[src/sv/cle_pkg.sv]
package cle_pkg;

  localparam int BUF_SIZE_DEF = 64;
  localparam int POS_W        = 7;
  localparam int CHAR_W       = 8;
  localparam int QUEUE_DEPTH  = 2;
  localparam int IN_TDATA_W   = 8;
  localparam int OUT_TDATA_W  = 24;

  localparam logic [CHAR_W-1:0] KEY_ESC   = 8'h1B;
  localparam logic [CHAR_W-1:0] KEY_BS    = 8'h08;
  localparam logic [CHAR_W-1:0] KEY_DEL   = 8'h7F;
  localparam logic [CHAR_W-1:0] KEY_CR    = 8'h0D;
  localparam logic [CHAR_W-1:0] KEY_LF    = 8'h0A;
  localparam logic [CHAR_W-1:0] CSI_OPEN  = 8'h5B;
  localparam logic [CHAR_W-1:0] CSI_RIGHT = 8'h43;
  localparam logic [CHAR_W-1:0] CSI_LEFT  = 8'h44;
  localparam logic [CHAR_W-1:0] PRINT_LO  = 8'h20;
  localparam logic [CHAR_W-1:0] PRINT_HI  = 8'h7E;

  typedef enum logic [2:0] {
    CMD_NONE   = 3'd0,
    CMD_INSERT = 3'd1,
    CMD_DELETE = 3'd2,
    CMD_RIGHT  = 3'd3,
    CMD_LEFT   = 3'd4,
    CMD_EMIT   = 3'd5
  } cmd_kind_t;

  typedef struct packed {
    cmd_kind_t          kind;
    logic [CHAR_W-1:0]  ch;
  } cmd_t;

endpackage

[src/sv/cle_front.sv]
module cle_front
  import cle_pkg::*;
(
  input  logic                  clk,
  input  logic                  rst,
  input  logic                  s_tvalid,
  output logic                  s_tready,
  input  logic [IN_TDATA_W-1:0] s_tdata,   // key_byte
  output logic                  push,
  output cmd_t                  push_cmd,
  input  logic                  queue_full
);

  typedef enum logic [2:0] {
    ESC_IDLE = 3'b001,
    ESC_SEEN = 3'b010,
    ESC_CSI  = 3'b100
  } esc_state_t;

  esc_state_t esc_state, esc_state_next;
  logic [CHAR_W-1:0] c;

  assign s_tready = !queue_full;
  assign push     = s_tvalid && s_tready;
  assign c        = s_tdata;

  always_comb begin
    esc_state_next = ESC_IDLE;
    push_cmd.kind  = CMD_NONE;
    push_cmd.ch    = c;
    unique case (esc_state)
      ESC_SEEN: begin
        if (c == CSI_OPEN) begin
          esc_state_next = ESC_CSI;
        end
      end
      ESC_CSI: begin
        if (c == CSI_RIGHT) begin
          push_cmd.kind = CMD_RIGHT;
        end else if (c == CSI_LEFT) begin
          push_cmd.kind = CMD_LEFT;
        end
      end
      default: begin
        if (c == KEY_ESC) begin
          esc_state_next = ESC_SEEN;
        end else if (c >= PRINT_LO && c <= PRINT_HI) begin
          push_cmd.kind = CMD_INSERT;
        end else if (c == KEY_BS || c == KEY_DEL) begin
          push_cmd.kind = CMD_DELETE;
        end else if (c == KEY_CR || c == KEY_LF) begin
          push_cmd.kind = CMD_EMIT;
        end
      end
    endcase
  end

  always_ff @(posedge clk) begin
    if (rst) begin
      esc_state <= ESC_IDLE;
    end else if (push) begin
      esc_state <= esc_state_next;
    end
  end

endmodule

[src/sv/cle_queue.sv]
module cle_queue
  import cle_pkg::*;
(
  input  logic clk,
  input  logic rst,
  input  logic push,
  input  cmd_t push_cmd,
  output logic full,
  output logic pop_valid,
  input  logic pop,
  output cmd_t pop_cmd
);

  localparam int PTR_W = $clog2(QUEUE_DEPTH);
  localparam int CNT_W = $clog2(QUEUE_DEPTH + 1);

  cmd_t             entries [QUEUE_DEPTH];
  logic [PTR_W-1:0] wr_ptr;
  logic [PTR_W-1:0] rd_ptr;
  logic [CNT_W-1:0] count;
  logic             do_pop;

  assign full      = (count == CNT_W'(QUEUE_DEPTH));
  assign pop_valid = (count != '0);
  assign pop_cmd   = entries[rd_ptr];
  assign do_pop    = pop && pop_valid;

  always_ff @(posedge clk) begin
    if (push) begin
      entries[wr_ptr] <= push_cmd;
    end
  end

  always_ff @(posedge clk) begin
    if (rst) begin
      wr_ptr <= '0;
      rd_ptr <= '0;
      count  <= '0;
    end else begin
      if (push) begin
        wr_ptr <= (wr_ptr == PTR_W'(QUEUE_DEPTH - 1)) ? '0 : wr_ptr + 1'b1;
      end
      if (do_pop) begin
        rd_ptr <= (rd_ptr == PTR_W'(QUEUE_DEPTH - 1)) ? '0 : rd_ptr + 1'b1;
      end
      if (push && !do_pop) begin
        count <= count + 1'b1;
      end else if (do_pop && !push) begin
        count <= count - 1'b1;
      end
    end
  end

endmodule

[src/sv/cle_back.sv]
module cle_back
  import cle_pkg::*;
#(
  parameter int BUF_SIZE = BUF_SIZE_DEF
) (
  input  logic                   clk,
  input  logic                   rst,
  input  logic                   cmd_valid,
  output logic                   cmd_pop,
  input  cmd_t                   cmd,
  output logic                   m_tvalid,
  input  logic                   m_tready,
  // [7:0] line_char, [14:8] cursor_pos, [21:15] line_length, [23:22] zero
  output logic [OUT_TDATA_W-1:0] m_tdata,
  output logic                   m_tuser,   // [0] line_valid
  output logic                   m_tlast
);

  typedef enum logic [1:0] {
    ST_IDLE = 2'b01,
    ST_EMIT = 2'b10
  } back_state_t;

  back_state_t state, state_next;
  logic [POS_W-1:0]  cursor, cursor_next;
  logic [POS_W-1:0]  length, length_next;
  logic [POS_W-1:0]  remain, remain_next;
  logic [CHAR_W-1:0] store [BUF_SIZE];

  logic              out_free;
  logic              do_insert, do_delete, do_shift_out;
  logic              out_load, out_valid_next;
  logic              o_line_valid;
  logic [CHAR_W-1:0] o_line_char;
  logic [POS_W-1:0]  o_cursor, o_length;
  logic              o_last;
  logic [POS_W-1:0]  cursor_dec;

  assign out_free   = !m_tvalid || m_tready;
  assign cursor_dec = cursor - 1'b1;

  always_comb begin
    state_next     = state;
    cursor_next    = cursor;
    length_next    = length;
    remain_next    = remain;
    cmd_pop        = 1'b0;
    do_insert      = 1'b0;
    do_delete      = 1'b0;
    do_shift_out   = 1'b0;
    out_load       = 1'b0;
    out_valid_next = 1'b0;
    o_line_valid   = 1'b0;
    o_line_char    = '0;
    o_last         = 1'b1;
    unique case (state)
      ST_EMIT: begin
        if (out_free) begin
          out_load       = 1'b1;
          out_valid_next = 1'b1;
          o_line_valid   = 1'b1;
          o_line_char    = store[0];
          o_last         = (remain == POS_W'(1));
          do_shift_out   = 1'b1;
          remain_next    = remain - 1'b1;
          if (remain == POS_W'(1)) begin
            state_next = ST_IDLE;
          end
        end
      end
      default: begin
        if (out_free) begin
          out_load = 1'b1;
          cmd_pop  = cmd_valid;
          if (cmd_valid) begin
            out_valid_next = 1'b1;
            unique case (cmd.kind)
              CMD_INSERT: begin
                if (length < POS_W'(BUF_SIZE)) begin
                  do_insert   = 1'b1;
                  cursor_next = cursor + 1'b1;
                  length_next = length + 1'b1;
                end
              end
              CMD_DELETE: begin
                if (cursor != '0) begin
                  do_delete   = 1'b1;
                  cursor_next = cursor_dec;
                  length_next = length - 1'b1;
                end
              end
              CMD_RIGHT: begin
                if (cursor < length) begin
                  cursor_next = cursor + 1'b1;
                end
              end
              CMD_LEFT: begin
                if (cursor != '0) begin
                  cursor_next = cursor_dec;
                end
              end
              CMD_EMIT: begin
                cursor_next = '0;
                length_next = '0;
                if (length != '0) begin
                  // The characters follow one per cycle from the head of the row while the output is free.
                  out_valid_next = 1'b0;
                  remain_next    = length;
                  state_next     = ST_EMIT;
                end
              end
              default: begin
              end
            endcase
          end
        end
      end
    endcase
    o_cursor = cursor_next;
    o_length = length_next;
  end

  // Each cell loads from its own neighbors: right shift on insert, left
  // shift on delete and while a finished line drains out of cell zero.
  for (genvar j = 0; j < BUF_SIZE; j++) begin : g_cell
    logic [CHAR_W-1:0] left_nb;
    logic [CHAR_W-1:0] right_nb;
    logic [POS_W-1:0]  idx;

    assign idx = POS_W'(j);
    if (j == 0) begin : g_first
      assign left_nb = '0;
    end else begin : g_inner_l
      assign left_nb = store[j-1];
    end
    if (j == BUF_SIZE - 1) begin : g_last
      assign right_nb = '0;
    end else begin : g_inner_r
      assign right_nb = store[j+1];
    end

    always_ff @(posedge clk) begin
      if (do_insert) begin
        if (idx == cursor) begin
          store[j] <= cmd.ch;
        end else if (idx > cursor && idx <= length) begin
          store[j] <= left_nb;
        end
      end else if (do_delete) begin
        if (idx >= cursor_dec && (idx + 1'b1) < length) begin
          store[j] <= right_nb;
        end
      end else if (do_shift_out) begin
        store[j] <= right_nb;
      end
    end
  end

  always_ff @(posedge clk) begin
    if (rst) begin
      state    <= ST_IDLE;
      cursor   <= '0;
      length   <= '0;
      remain   <= '0;
      m_tvalid <= 1'b0;
    end else begin
      state  <= state_next;
      cursor <= cursor_next;
      length <= length_next;
      remain <= remain_next;
      if (out_load) begin
        m_tvalid <= out_valid_next;
      end
    end
  end

  always_ff @(posedge clk) begin
    if (out_load) begin
      m_tdata <= {2'b00, o_length, o_cursor, o_line_char};
      m_tuser <= o_line_valid;
      m_tlast <= o_last;
    end
  end

endmodule

[src/sv/console_line_editor.sv]
// Console line editor.
// The input stream (s_tvalid, s_tready, s_tdata) carries one received console
// byte per transaction. Printable bytes are inserted at the cursor, BS and DEL
// remove the character before it, ESC [ C and ESC [ D move it right and left.
// The output stream (m_tvalid, m_tready, m_tdata, m_tuser, m_tlast) carries
// results; tuser is set when a transaction carries a character of a completed
// line. There is one status transaction per byte, except that CR or LF on a
// non-empty line gives one transaction per stored character, tlast on the last.
// A front parser classifies each byte and pushes a command into a two-entry
// queue; the editor behind it runs one command per cycle while the output is
// free, on a row of shifting character cells, and owns the output register.
// A result passes through the queue and then the output register.
// Throughput: one byte per cycle for editing bytes while the output is free; a
// line end occupies the editor until the single output register has drained
// every stored character out of the cell row.
// Reset clears the cursor, the length, the escape parser and the queue.
// When the receiver holds m_tready low, the output register holds its
// transaction, the editor stops, and s_tready drops once the queue is full.
module console_line_editor
  import cle_pkg::*;
#(
  parameter int BUF_SIZE = BUF_SIZE_DEF
) (
  input  logic                   clk,
  input  logic                   rst,
  input  logic                   s_tvalid,
  output logic                   s_tready,
  input  logic [IN_TDATA_W-1:0]  s_tdata,   // [7:0] key_byte
  output logic                   m_tvalid,
  input  logic                   m_tready,
  // [7:0] line_char, [14:8] cursor_pos, [21:15] line_length, [23:22] zero
  output logic [OUT_TDATA_W-1:0] m_tdata,
  output logic                   m_tuser,   // [0] line_valid
  output logic                   m_tlast
);

  logic push;
  cmd_t push_cmd;
  logic queue_full;
  logic pop_valid;
  logic pop;
  cmd_t pop_cmd;

  cle_front u_front (
    .clk        (clk),
    .rst        (rst),
    .s_tvalid   (s_tvalid),
    .s_tready   (s_tready),
    .s_tdata    (s_tdata),
    .push       (push),
    .push_cmd   (push_cmd),
    .queue_full (queue_full)
  );

  cle_queue u_queue (
    .clk       (clk),
    .rst       (rst),
    .push      (push),
    .push_cmd  (push_cmd),
    .full      (queue_full),
    .pop_valid (pop_valid),
    .pop       (pop),
    .pop_cmd   (pop_cmd)
  );

  cle_back #(
    .BUF_SIZE (BUF_SIZE)
  ) u_back (
    .clk       (clk),
    .rst       (rst),
    .cmd_valid (pop_valid),
    .cmd_pop   (pop),
    .cmd       (pop_cmd),
    .m_tvalid  (m_tvalid),
    .m_tready  (m_tready),
    .m_tdata   (m_tdata),
    .m_tuser   (m_tuser),
    .m_tlast   (m_tlast)
  );

endmodule
[config.mk]
export PLATFORM = sky130hd
export DESIGN_NAME = console_line_editor
export DESIGN_NICKNAME = d
export VERILOG_FILES = /design/src/sv/cle_pkg.sv /design/src/sv/cle_front.sv /design/src/sv/cle_queue.sv /design/src/sv/cle_back.sv /design/src/sv/console_line_editor.sv
export SDC_FILE = /design/constraint.sdc
export NUM_CORES = 2
export LEC_CHECK = 0
export BUFFER_PORTS_ARGS = -buffer_cell sky130_fd_sc_hd__buf_2
export CORE_ASPECT_RATIO = 0.9
export CORE_MARGIN = 1.5
export CORE_UTILIZATION = 45
export DETAILED_ROUTE_END_ITERATION = 10
export HOLD_SLACK_MARGIN = 0.1
export PLACE_DENSITY_LB_ADDON = 0.3
export SLEW_MARGIN = 40
export SYNTH_ARGS = -nofsm -noshare
export SYNTH_HDL_FRONTEND = slang
export SYNTH_SLANG_ARGS = --single-unit
[constraint.sdc]
create_clock -name clk -period 6.45 [get_ports clk]
set_input_delay 1.29 -clock clk [delete_from_list [all_inputs] [get_ports clk]]
set_output_delay 1.29 -clock clk [all_outputs]
set_load 0.1 [all_outputs]
==> metrics.md <==
| Metric | Value |
|---|---|
| Most common cell after layout, fill and taps aside | nand2_1 |
| Clock power frac | a little under a third |
| Synthesized area | 34,700 sq um |
| Hold Violations, Final | 0 |
| PortBufs | 37 |
| Register share of total power | 40.5% |
| Worst-skew pair later-pin latency | 0.64 ns |
| Htree depth | 2 |
| Syn_area_per_cell | 10.1 sq um |
| Max-cap violations | 0 |
| Max-slew violation count | 0 |
| Worst Skew | ~0.032 ns |
| GR met2 Demand/Resource | 46.2% |
| Crit-path max FO | 22 |
| Pin count of the biggest net entering global routing | 40 |
| FF-to-FF Start | u_back.cursor[1] |
| Initial DRC count | around 3.5k |
| Total GRT Usage | ~32% |
| CP Capture Type | flip-flop |
| Yosys top cell by area | edfxtp_1 |
| Power Internal | around 7.6 mW |
| Vias in the first global route | between 20k and 30k |
| Switching power total | 3.76 mW |
| Synthesis-to-finish area growth | 10.8% |
| Top Usage Layer GRT | met2 |
| Synth Instances | ~3.5k |
| Kind of critical path | flip-flop to flip-flop |
| Synth Area in Simple Gates | between 10% and 20% |
| Net count, final | 3,475 |
| Fraction of final layout cells sized beyond drive strength 1 | 17.5% |
| Fill cells | 7,075 |
| RSZ-0062 raised after global routing | no |
| Total grt overflow | 0 |
| Clock root buffer | clkbuf_16 |
| Drt drc | 0 |
| WP data arrival | between 4 and 5 ns |
| Main synth FF type | edfxtp_1 |
| Drt pass-1 iters | 7 |
| CTS tree | built |
| Chip height | between 200 and 300 um |
| Clock transition at the registers of the reported paths | 0.06 ns |
| Reg2Reg Setup Slack | between 1.5 and 2 ns |
| Main combinational cell family by area after synthesis | compound AO/OA/AOI/OAI gates |
| Clk buf depth | 3 |
| Worst slew pin tran | 0.956 ns |
| Slew HR | 36.2% |
| Vias | about 29k |
| Mux contribution to synthesized area | ~15% |
| R2r endpoint | u_back.store[16][13] |
| Met3 Track Usage GR | about 8% |
| Syn. warnings | 0 |
| Hold Path Class | flip-flop to flip-flop |
| Starting Density | 45.5% |
| Complex-gate fraction of the synthesized area | between 10% and 20% |
| Antenna Nets Post-Route | 0 |
| Final wirelength | about 130,000 um |
| Number of setup buffers added after CTS | 0 |
| Status | finished clean |
| Cell Rows | 96 |
| Peak VDD IR | 0.000272 V |
| Post-Synth Adder-Cell Area | less than 1% |
| Fin crit share | around 73% |
| CTS Buf Count | between 60 and 70 |
| Combinational Power Share | 28.3% |
| Reg2reg path depth | 10 |
| Fmax | around 210 MHz |
| GP Congestion | 1.09 |
| XOR/XNOR Fraction of Synth Area | 0.479% |
| First-pass GRT wire length | 186,000 um |
| Crit start category | flip-flop |
| Top-area cell type share of the netlist area | approximately 48% |
| Async SR Flop Fraction | 0% |
| Chip width | 296 um |
| EDFF count, synth | 558 |
| Flops & latches, synth | between 500 and 600 |
| Leak | 13.3 nW |
| Die area | 78,900 sq um |
| Initial antenna violation count | 7 |
| Met1 Use GR | between 40% and 50% |
| Most frequent cells in the layout | nand2_1 (586), edfxtp_1 (558), o21ai_0 (525) |
| Synth unique cells | 95 |
| HPWL Detailed | 90,200 um |
| Setup TNS | 0 ns |
| Post-CTS Resized | 0 |
| Sequential element share of the synthesized area | ~50% |
| CP Data Required Time | 6.71 ns |
| CTS Sinks | 590 |
| Via/cell ratio | roughly 6.4 |
| Crit path launch | u_back.cursor[1] |
| Avg WL per Cell | between 20 and 30 um |
| Cts hold-fix bufs | 0 |
| Min cycle time layout | between 4 and 5 ns |
| Core area | ~76,000 sq um |
| Sw frac | 33.1% |
| Worst setup path end | u_back.store[16][13] |
| Setup-failing EPs final | 0 |
| Synth top area cells | edfxtp_1 (48%), o21ai_0 (7.6%), mux2_2 (7.6%), mux2i_1 (6.8%), nand2_1 (6.4%) |
| Power per cell area | roughly 300 nW/um^2 |
| PnR Total Power | 11.4 mW |
| I/O Pins | 40 |
==> critical path, stage by stage (launching register included) <==
cell and delay (ns):
dfxtp_1 0.31, buf_4 0.31, inv_1 0.14, ha_1 0.35
buf_4 0.26, o21ai_1 0.33, o22ai_1 0.17, a21oi_1 0.78
o21ai_0 0.55, a21oi_2 0.59, nand3_1 0.48
==> logic make-up (layout without fill, tap and decap cells) <==
group                    after synthesis  in the layout
AO/OA/AOI/OAI                        988            988
XOR/XNOR                              19             19
adder cells (fa/ha/maj)               23             23
buffers and inverters                287            321
flip-flops                           590            590
multiplexers                         478            478
other                                  1             10
AND/OR/NAND/NOR                     1069           1069
==> worst min-delay path by stage <==
stage / slack (ns) / from / end / cells after the start
5_1_grt: 0.51 / u_back.remain[5] / u_back.remain[5] / 2
6_report: 0.50 / u_back.remain[5] / u_back.remain[5] / 2
4_1_cts: 0.50 / u_back.remain[5] / u_back.remain[5] / 2
3_5_place_dp: 0.49 / u_back.remain[5] / u_back.remain[5] / 2
3_3_place_gp: 0.48 / u_back.remain[5] / u_back.remain[5] / 2
2_1_floorplan: 0.46 / u_back.remain[5] / u_back.remain[5] / 2
==> power groups by stage <==
stage,logic [mW],registers [mW],clock network [mW]
2_1_floorplan,1.84,4.89,0
3_3_place_gp,3.03,4.68,0
3_5_place_dp,3.11,4.68,0
4_1_cts,3.12,4.60,3.56
5_1_grt,3.41,4.61,3.70
6_report,3.22,4.60,3.54
==> final cells by class <==
type / count / area, sq um / area share, %
Sequential cell: 590 / 17400 / 45.2
Clock buffer: 84 / 1670 / 4.35
Clock inverter: 29 / 277 / 0.718
Timing Repair Buffer: 166 / 1130 / 2.94
Antenna cell: 8 / 20.0 / 0.0520
Multi-Input combinational cell: 2579 / 16500 / 43.0
Tap cell: 1029 / 1290 / 3.34
Inverter: 42 / 158 / 0.410
==> per-layer routing <==
metal / part of all wire [%] / up-vias / wire length, um
met4: 4.1 / 2 / 5250
met2: 42 / 1693 / 53800
met5: 0.011 / - / 14
met3: 11 / 348 / 13800
li1: - / 12700 / -
met1: 43 / 14000 / 55300
==> through the flow <==
stage	cells	worst slack, ns	util, %	hold slack (ns)	instance area [sq um]
2_1_floorplan	3456	2.39	-	0.461	34800
3_3_place_gp	4395	1.54	47.4	0.477	36200
3_5_place_dp	4403	1.78	47.7	0.486	36400
4_1_cts	4516	1.92	50.3	0.495	38400
5_1_grt	4522	1.79	50.4	0.512	38500
6_report	4527	1.77	50.4	0.499	38500
==> sequential cells by signal, summed over array words and instances, names as in the netlist, named ones only <==
register / count
u_back.m_tvalid: 1
u_queue.rd_ptr: 1
u_back.state: 2
u_queue.entries: 22
u_queue.wr_ptr: 1
u_back.length: 7
u_queue.count: 2
u_back.m_tdata: 22
u_back.store: 512
u_back.m_tuser: 1
u_back.cursor: 7
u_front.esc_state: 3
u_back.m_tlast: 1
u_back.remain: 7
==> synth_stat cells (all sizes together), types with 24 or more instances <==
| library cell | n |
|---|---|
| nor2 | 218 |
| mux2 | 241 |
| or2 | 24 |
| mux2i | 237 |
| nor3 | 35 |
| inv | 39 |
| edfxtp | 558 |
| nor2b | 32 |
| or3 | 26 |
| dfxtp | 32 |
| buf | 77 |
| o21ai | 574 |
| nand3 | 56 |
| a21oi | 183 |
| nand2 | 589 |
| clkbuf | 168 |
(Power assumes the default switching activity.)
